`config.mk`:
```
export PLATFORM = sky130hd
export DESIGN_NAME = vgm_command_stream_parser_top
export DESIGN_NICKNAME = d
export VERILOG_FILES = /design/src/design/vgmcsp_pkg.sv /design/src/design/vgmcsp_front.sv /design/src/design/vgmcsp_fifo.sv /design/src/design/vgmcsp_back.sv /design/src/design/vgm_command_stream_parser_top.sv
export SDC_FILE = /design/constraint.sdc
export NUM_CORES = 1
export LEC_CHECK = 0
export BUFFER_PORTS_ARGS = -buffer_cell sky130_fd_sc_hd__buf_2
export CAP_MARGIN = 20
export CORE_UTILIZATION = 51
export CTS_CLUSTER_DIAMETER = 80
export CTS_CLUSTER_SIZE = 10
export DETAILED_ROUTE_END_ITERATION = 12
export PLACE_DENSITY = 0.76
export SLEW_MARGIN = 20
export SYNTH_ARGS = -nofsm -noshare
export SYNTH_HDL_FRONTEND = slang
export SYNTH_SLANG_ARGS = --single-unit
```
`constraint.sdc`:
```
create_clock -name clk -period 5 [get_ports clk]
set_input_delay 0.25 -clock clk [delete_from_list [all_inputs] [get_ports clk]]
set_output_delay 0.25 -clock clk [all_outputs]
set_load 0.02 [all_outputs]
```
`src/design/vgmcsp_pkg.sv`:
```
// ---------------------------------------------------------------------------
// vgmcsp_pkg
// shared command codes, result kinds and the queue record of the parser
// ---------------------------------------------------------------------------
`timescale 1ns / 1ps
`default_nettype none

package vgmcsp_pkg;

  localparam logic [7:0] CMD_WR_P0_A   = 8'h5E;
  localparam logic [7:0] CMD_WR_P0_B   = 8'h56;
  localparam logic [7:0] CMD_WR_P1_A   = 8'h5F;
  localparam logic [7:0] CMD_WR_P1_B   = 8'h57;
  localparam logic [7:0] CMD_WAIT_N    = 8'h61;
  localparam logic [7:0] CMD_WAIT_NTSC = 8'h62;
  localparam logic [7:0] CMD_WAIT_PAL  = 8'h63;
  localparam logic [7:0] CMD_END       = 8'h66;
  localparam logic [7:0] CMD_WAIT_SH_LO = 8'h70;
  localparam logic [7:0] CMD_WAIT_SH_HI = 8'h7F;

  localparam logic [15:0] WAIT_NTSC_SAMPLES = 16'd735;
  localparam logic [15:0] WAIT_PAL_SAMPLES  = 16'd882;
  localparam logic [31:0] LOOP_HDR_BIAS     = 32'h0000_001C;

  typedef enum logic [2:0] {
    KIND_WRITE = 3'd0,
    KIND_WAIT  = 3'd1,
    KIND_SEEK  = 3'd2,
    KIND_END   = 3'd3,
    KIND_BAD   = 3'd4
  } kind_t;

  typedef struct packed {
    kind_t      kind;
    logic [7:0] cmd;
    logic [7:0] op0;
    logic [7:0] op1;
  } cmd_rec_t;

endpackage

`default_nettype wire

```
`src/design/vgmcsp_front.sv`:
```
// ---------------------------------------------------------------------------
// vgmcsp_front
// byte parser: tracks operand phase and classifies each finished command
// ---------------------------------------------------------------------------
`timescale 1ns / 1ps
`default_nettype none

module vgmcsp_front (
  input  wire logic                clk,
  input  wire logic                rst_n,
  input  wire logic                byte_vld,
  input  wire logic [7:0]          byte_in,
  input  wire logic                loop_set,
  output vgmcsp_pkg::cmd_rec_t     rec,
  output logic                     rec_push
);

  typedef enum logic [1:0] {
    PH_CMD = 2'd0,
    PH_OP1 = 2'd1,
    PH_OP2 = 2'd2
  } phase_t;

  phase_t     phase_r, phase_nxt;
  logic [7:0] held_r, held_nxt;
  logic [7:0] first_r, first_nxt;
  logic       loop_taken_r, loop_taken_nxt;
  logic       halted_r, halted_nxt;

  always_comb begin
    phase_nxt      = phase_r;
    held_nxt       = held_r;
    first_nxt      = first_r;
    loop_taken_nxt = loop_taken_r;
    halted_nxt     = halted_r;
    rec_push       = 1'b0;
    rec.kind       = vgmcsp_pkg::KIND_BAD;
    rec.cmd        = byte_in;
    rec.op0        = first_r;
    rec.op1        = byte_in;
    if (byte_vld && !halted_r) begin
      unique case (phase_r)
        PH_OP1: begin
          first_nxt = byte_in;
          phase_nxt = PH_OP2;
        end
        PH_OP2: begin
          phase_nxt = PH_CMD;
          rec_push  = 1'b1;
          rec.cmd   = held_r;
          rec.kind  = (held_r == vgmcsp_pkg::CMD_WAIT_N) ? vgmcsp_pkg::KIND_WAIT
                                                         : vgmcsp_pkg::KIND_WRITE;
        end
        default: begin
          phase_nxt = PH_CMD;
          held_nxt  = byte_in;
          unique case (byte_in) inside
            vgmcsp_pkg::CMD_WR_P0_A, vgmcsp_pkg::CMD_WR_P0_B,
            vgmcsp_pkg::CMD_WR_P1_A, vgmcsp_pkg::CMD_WR_P1_B,
            vgmcsp_pkg::CMD_WAIT_N: begin
              phase_nxt = PH_OP1;
            end
            vgmcsp_pkg::CMD_WAIT_NTSC, vgmcsp_pkg::CMD_WAIT_PAL,
            [vgmcsp_pkg::CMD_WAIT_SH_LO:vgmcsp_pkg::CMD_WAIT_SH_HI]: begin
              rec_push = 1'b1;
              rec.kind = vgmcsp_pkg::KIND_WAIT;
            end
            vgmcsp_pkg::CMD_END: begin
              rec_push = 1'b1;
              if (loop_set && !loop_taken_r) begin
                loop_taken_nxt = 1'b1;
                rec.kind       = vgmcsp_pkg::KIND_SEEK;
              end else begin
                halted_nxt = 1'b1;
                rec.kind   = vgmcsp_pkg::KIND_END;
              end
            end
            default: begin
              rec_push   = 1'b1;
              halted_nxt = 1'b1;
              rec.kind   = vgmcsp_pkg::KIND_BAD;
            end
          endcase
        end
      endcase
    end
  end

  always_ff @(posedge clk) begin
    if (!rst_n) begin
      phase_r      <= PH_CMD;
      held_r       <= '0;
      first_r      <= '0;
      loop_taken_r <= 1'b0;
      halted_r     <= 1'b0;
    end else begin
      phase_r      <= phase_nxt;
      held_r       <= held_nxt;
      first_r      <= first_nxt;
      loop_taken_r <= loop_taken_nxt;
      halted_r     <= halted_nxt;
    end
  end

endmodule

`default_nettype wire

```
`src/design/vgmcsp_fifo.sv`:
```
// ---------------------------------------------------------------------------
// vgmcsp_fifo
// two-entry queue of command records between the parser and the back end
// ---------------------------------------------------------------------------
`timescale 1ns / 1ps
`default_nettype none

module vgmcsp_fifo (
  input  wire logic                 clk,
  input  wire logic                 rst_n,
  input  wire logic                 wr_en,
  input  wire vgmcsp_pkg::cmd_rec_t wr_data,
  output logic                      wr_full,
  input  wire logic                 rd_en,
  output vgmcsp_pkg::cmd_rec_t      rd_data,
  output logic                      rd_empty
);

  vgmcsp_pkg::cmd_rec_t mem_r [2];
  logic       wr_ptr_r, wr_ptr_nxt;
  logic       rd_ptr_r, rd_ptr_nxt;
  logic [1:0] cnt_r, cnt_nxt;
  logic       do_wr, do_rd;

  assign wr_full  = (cnt_r == 2'd2);
  assign rd_empty = (cnt_r == 2'd0);
  assign rd_data  = mem_r[rd_ptr_r];
  assign do_wr    = wr_en && !wr_full;
  assign do_rd    = rd_en && !rd_empty;

  always_comb begin
    wr_ptr_nxt = wr_ptr_r ^ do_wr;
    rd_ptr_nxt = rd_ptr_r ^ do_rd;
    cnt_nxt    = cnt_r;
    case ({do_wr, do_rd})
      2'b10:   cnt_nxt = cnt_r + 2'd1;
      2'b01:   cnt_nxt = cnt_r - 2'd1;
      default: cnt_nxt = cnt_r;
    endcase
  end

  always_ff @(posedge clk) begin
    if (!rst_n) begin
      wr_ptr_r <= 1'b0;
      rd_ptr_r <= 1'b0;
      cnt_r    <= 2'd0;
    end else begin
      wr_ptr_r <= wr_ptr_nxt;
      rd_ptr_r <= rd_ptr_nxt;
      cnt_r    <= cnt_nxt;
    end
  end

  always_ff @(posedge clk) begin
    if (do_wr) begin
      mem_r[wr_ptr_r] <= wr_data;
    end
  end

endmodule

`default_nettype wire

```
`src/design/vgmcsp_back.sv`:
```
// ---------------------------------------------------------------------------
// vgmcsp_back
// expands queued command records into result fields in the output register
// ---------------------------------------------------------------------------
`timescale 1ns / 1ps
`default_nettype none

module vgmcsp_back (
  input  wire logic                 clk,
  input  wire logic                 rst_n,
  input  wire vgmcsp_pkg::cmd_rec_t rec,
  input  wire logic                 rec_empty,
  output logic                      rec_pop,
  input  wire logic [31:0]          loop_base,
  output logic                      empty,
  input  wire logic                 pop,
  output logic [2:0]                out_result_kind,
  output logic                      out_port_select,
  output logic [7:0]                out_register_address,
  output logic [7:0]                out_register_value,
  output logic [15:0]               out_wait_samples,
  output logic [31:0]               out_seek_address,
  output logic [7:0]                out_bad_command
);

  logic        vld_r, vld_nxt;
  logic [2:0]  kind_nxt;
  logic        port_nxt;
  logic [7:0]  addr_nxt, val_nxt, bad_nxt;
  logic [15:0] wait_nxt;
  logic [31:0] seek_nxt;

  assign empty   = !vld_r;
  assign rec_pop = !rec_empty && (!vld_r || pop);

  always_comb begin
    vld_nxt  = rec_pop ? 1'b1 : (vld_r && !pop);
    kind_nxt = rec.kind;
    port_nxt = 1'b0;
    addr_nxt = '0;
    val_nxt  = '0;
    wait_nxt = '0;
    seek_nxt = '0;
    bad_nxt  = '0;
    unique case (rec.kind)
      vgmcsp_pkg::KIND_WRITE: begin
        port_nxt = (rec.cmd == vgmcsp_pkg::CMD_WR_P1_A) ||
                   (rec.cmd == vgmcsp_pkg::CMD_WR_P1_B);
        addr_nxt = rec.op0;
        val_nxt  = rec.op1;
      end
      vgmcsp_pkg::KIND_WAIT: begin
        unique case (rec.cmd)
          vgmcsp_pkg::CMD_WAIT_N:    wait_nxt = {rec.op1, rec.op0};
          vgmcsp_pkg::CMD_WAIT_NTSC: wait_nxt = vgmcsp_pkg::WAIT_NTSC_SAMPLES;
          vgmcsp_pkg::CMD_WAIT_PAL:  wait_nxt = vgmcsp_pkg::WAIT_PAL_SAMPLES;
          default:                   wait_nxt = {12'd0, rec.cmd[3:0]} + 16'd1;
        endcase
      end
      vgmcsp_pkg::KIND_SEEK: begin
        seek_nxt = loop_base + vgmcsp_pkg::LOOP_HDR_BIAS;
      end
      vgmcsp_pkg::KIND_BAD: begin
        bad_nxt = rec.cmd;
      end
      default: begin
        kind_nxt = rec.kind;
      end
    endcase
  end

  always_ff @(posedge clk) begin
    if (!rst_n) begin
      vld_r <= 1'b0;
    end else begin
      vld_r <= vld_nxt;
    end
  end

  always_ff @(posedge clk) begin
    if (rec_pop) begin
      out_result_kind      <= kind_nxt;
      out_port_select      <= port_nxt;
      out_register_address <= addr_nxt;
      out_register_value   <= val_nxt;
      out_wait_samples     <= wait_nxt;
      out_seek_address     <= seek_nxt;
      out_bad_command      <= bad_nxt;
    end
  end

endmodule

`default_nettype wire

```
`src/design/vgm_command_stream_parser_top.sv`:
```
// ---------------------------------------------------------------------------
// vgm_command_stream_parser_top
// command stream parser for a register-write music stream
//
// input channel: one stream byte per item on in_stream_byte, taken at a
// clock edge with push high and full low. result channel: the oldest result
// sits on the out_ ports while empty is low and leaves at an edge with pop
// high. cfg_wr_en writes cfg_loop_start_offset (zero means no loop).
// a byte that finishes a command shows its result on the out_ ports after
// the queue and the output register: the parser pushes a record into a
// two-entry queue, and the back end loads it into the output register
// when that is free or popped. one byte is taken every cycle while the
// receiver keeps up; operand bytes give no result.
// when pop is held low the queue fills behind the output register and full
// rises once it holds two records; parsing resumes as soon as one drains.
// reset clears the parse phase, the loop and halt flags and the loop offset,
// and empties the queue and the output register. after an unknown command,
// or an end with no loop seek, the parser ignores every byte until reset.
// ---------------------------------------------------------------------------
`timescale 1ns / 1ps
`default_nettype none

module vgm_command_stream_parser_top (
  input  wire logic        clk,
  input  wire logic        rst_n,
  input  wire logic        push,
  output logic             full,
  input  wire logic [7:0]  in_stream_byte,
  output logic             empty,
  input  wire logic        pop,
  output logic [2:0]       out_result_kind,
  output logic             out_port_select,
  output logic [7:0]       out_register_address,
  output logic [7:0]       out_register_value,
  output logic [15:0]      out_wait_samples,
  output logic [31:0]      out_seek_address,
  output logic [7:0]       out_bad_command,
  input  wire logic        cfg_wr_en,
  input  wire logic [31:0] cfg_loop_start_offset
);

  logic [31:0]          loop_base_r;
  logic                 byte_vld;
  vgmcsp_pkg::cmd_rec_t front_rec;
  logic                 front_push;
  vgmcsp_pkg::cmd_rec_t back_rec;
  logic                 back_empty;
  logic                 back_pop;

  always_ff @(posedge clk) begin
    if (!rst_n) begin
      loop_base_r <= '0;
    end else if (cfg_wr_en) begin
      loop_base_r <= cfg_loop_start_offset;
    end
  end

  assign byte_vld = push && !full;

  vgmcsp_front u_front (
    .clk      (clk),
    .rst_n    (rst_n),
    .byte_vld (byte_vld),
    .byte_in  (in_stream_byte),
    .loop_set (loop_base_r != 32'd0),
    .rec      (front_rec),
    .rec_push (front_push)
  );

  vgmcsp_fifo u_fifo (
    .clk      (clk),
    .rst_n    (rst_n),
    .wr_en    (front_push),
    .wr_data  (front_rec),
    .wr_full  (full),
    .rd_en    (back_pop),
    .rd_data  (back_rec),
    .rd_empty (back_empty)
  );

  vgmcsp_back u_back (
    .clk                  (clk),
    .rst_n                (rst_n),
    .rec                  (back_rec),
    .rec_empty            (back_empty),
    .rec_pop              (back_pop),
    .loop_base            (loop_base_r),
    .empty                (empty),
    .pop                  (pop),
    .out_result_kind      (out_result_kind),
    .out_port_select      (out_port_select),
    .out_register_address (out_register_address),
    .out_register_value   (out_register_value),
    .out_wait_samples     (out_wait_samples),
    .out_seek_address     (out_seek_address),
    .out_bad_command      (out_bad_command)
  );

endmodule

`default_nettype wire
```
==> impl_metrics.csv <==
group,metric,value,unit
global_routing,grt_overflow,0,
cts,clkSlewWorstSetupHoldPaths,0.07,ns
placement,placed_cells,953,
synthesis,ys_seq_area_share,62.62,%
global_routing,grt_pass1_wl,27260,um
timing,hold_viol_final,0,
synthesis,synthCells,648,
min_path,hold_class,"input pin to flop",
cts,clock_latency,0.44,ns
floorplanning,die-area,0.01637,mm^2
floorplanning,die_w,127.9,um
placement,post-place-ws,2.201,ns
timing,timing.setup.tns,0,ns
routing,drc,0,
cts,hold_buffers,0,
routing,routed_via_density,5.524,
cts,cts-resized-gates,0,
global_routing,grt_pass1_vias,5425,
cts,clockBufferDepth,2,
power,power_density,504.2,mW/mm^2
timing,final.period_utilization,58.06,%
routing,ant_nets,0,
setup_path,critPathLaunchType,"flop",
finish,diodes,0,
finish,final-instance-count-excl-fill,985,
cts,htree_levels,4,
placement,place_area,0.008857,mm^2
floorplanning,row_count,45,
synthesis,synth_warnings,0,
timing,max_freq,0.3444,GHz
cts,numCtsBuffers,17,
power,fin_total_pwr,4.755,mW
floorplanning,core,0.01531,mm^2
global_routing,use_met2,34.59,%
routing,wl_per_cell,17.23,um
synthesis,avgSynthCellArea,12.48,um^2
finish,utilization,61.58,%
synthesis,post-synth-top-area-cell,"edfxtp_1",
floorplanning,die_h,127.9,um
floorplanning,initial_core_util,52.81,%
power,ir_worst_vdd,347.4,uV
timing,worst_pin_slew,1.044,ns
placement,io_buffers,122,
timing,fin_hold_ws,0.07723,ns
setup_path,path_max_fanout,20,
global_routing,grt.busiest_layer,"met2",
synthesis,synth_top_area_share,48.27,%
cts,cts_tree,"built",
global_routing,met1_usage,28.36,%
synthesis,synthTopCellsByArea,"edfxtp_1 (48%), dfxtp_1 (14%), mux2i_1 (7.2%), nor2b_1 (3.9%), nor2_1 (3.0%)",
setup_path,critPathRequiredTime,5.19,ns
routing,wl,16970,um
finish,drive_above_1_share,23.26,%
synthesis,ys_ff_latch,188,
setup_path,worstSetupEndpointType,"flop",
cts,root_buffer,"clkbuf_16",
synthesis,syn-num-nets,702,
setup_path,cp.arrival,3.09,ns
timing,finalCriticalPeriod,2.903,ns
finish,area_delta_synth_final,16.60,%
cts,post_cts_buffers,0,
placement,dp_hpwl,11310,um
timing,slew_viol_final,0,
routing,drt_iter0_markers,537,
global_routing,antenna_found_initial,0,
job,drv_cap,0,
finish,finalNetCount,815,
outcome,outcome,"complete, no violations",
cts,clock_sinks,188,
timing,finClkSkew,0.01502,ns
synthesis,synth_cell_types,55,
global_routing,grt_usage,21.86,%
synthesis,syn_area,0.008088,mm^2
global_routing,grt_util_met3,6.135,%
finish,design_area,0.009430,mm^2
routing,first_pass_iters,6,
global_routing,grt_max_degree,78,
timing,setup_ws,2.097,ns
power,leakage,3.605,nW
timing,rsz0062_at_grt,"false",
placement,gp_congestion,0.8905,
timing,relSlewSlack,30.40,%
routing,vias,5441,
timing,setup_violations,0,
floorplanning,io_pins,123,
setup_path,path_class,"flop to flop",
## logic make-up after synthesis
| kind of cell | share of synthesized area, % |
|---|---|
| simple gates | 16.27 |
| flops | 62.62 |
| mux | 9.267 |
| compound gates | 4.487 |
| buf+inv | 2.924 |
| xor+xnor | 3.032 |
| fa+ha+maj | 1.392 |
## layout by cell type (no fill, tap or decap), types with 5 or more instances in the layout
master     Yosys  routed
edfxtp_1     130     130
buf_2          7     122
nor2_1        64      63
mux2i_1       58      58
dfxtp_1       58      58
nor2b_1       51      51
nand2_1       29      29
inv_1         21      21
xor2_1        20      20
nand4_1       19      19
clkbuf_16      0      18
a21oi_1       17      17
mux2_2        15      15
nand3_1       14      14
a21boi_0      12      12
nor4_1        12      12
ha_1           9       9
nor3_1         8       8
o21ai_0        9       8
and2_1         8       8
xnor2_1        8       8
nand2b_1       7       7
buf_4          4       5
## path summary, 6_finish.rpt
| check | start | end | slack, ns | cells after the start |
|---|---|---|---|---|
| setup / recovery | flop | u_back.out_wait_samples[0]$_SDFFCE_PP0P_ | 2.10 | 7 |
| hold / removal | cfg_loop_start_offset[5] | loop_base_r[5]$_SDFFE_PN0P_ | 0.08 | 3 |
| setup reg to reg | flop | u_back.out_wait_samples[0]$_SDFFCE_PP0P_ | 2.10 | 7 |
| hold reg to reg | u_front.loop_taken_r$_SDFFE_PN0P_ | u_front.loop_taken_r$_SDFFE_PN0P_ | 0.46 | 2 |
## Yosys cell counts (all sizes together)
cell type / count
edfxtp: 130
nor2: 64
dfxtp: 58
mux2i: 58
nor2b: 51
nand2: 29
inv: 21
nand4: 21
xor2: 20
clkbuf: 18
a21oi: 17
buf: 15
mux2: 15
nand3: 14
a21boi: 13
nor4: 12
o21ai: 10
and2: 9
ha: 9
nor3: 8
xnor2: 8
nand2b: 7
and3: 4
nor3b: 4
or3: 4
nand3b: 3
nor4b: 3
o22ai: 3
and4: 2
nand4b: 2
nor4bb: 2
o211a: 2
a21o: 1
a221oi: 1
a31o: 1
a32o: 1
a41o: 1
and4b: 1
o21a: 1
o21bai: 1
o221ai: 1
o311a: 1
o31a: 1
or3b: 1
## layer usage
layer	wire length [um]	vias up	part of all wire, %
met5	0	-	0
met1	7449	2647	44
li1	-	2555	-
met3	1083	33	6.4
met4	298	0	1.8
met2	8135	206	48
## report_power, final
group	switching, mW	internal, mW	leakage (nW)
sequential	0.131	2.11	1.72
combinational	0.838	0.374	1.60
clock	0.558	0.741	0.283
## sequential cells by signal, summed over array words and instances (netlist names), 16 cells and up, named ones only
name / cells
u_back.out_wait_samples: 16
u_back.out_seek_address: 32
u_fifo.mem_r: 54
loop_base_r: 32
## cell type report
class,count,area [um^2]
Fill cell,1200,5884
Sequential cell,188,5065
Multi-Input combinational cell,406,2801
Timing Repair Buffer,127,648.1
Clock buffer,22,485.5
Tap cell,211,264.0
Clock inverter,10,87.58
Inverter,21,78.83
## worst max-delay path: stages (launching register included)
cell,delay (ns)
dfxtp_1,0.65
buf_4,0.42
mux2i_1,0.47
inv_1,0.15
ha_1,0.36
nor2b_1,0.19
o211a_1,0.21
a31o_2,0.22
No activity file was read; power rests on OpenSTA's default activity.
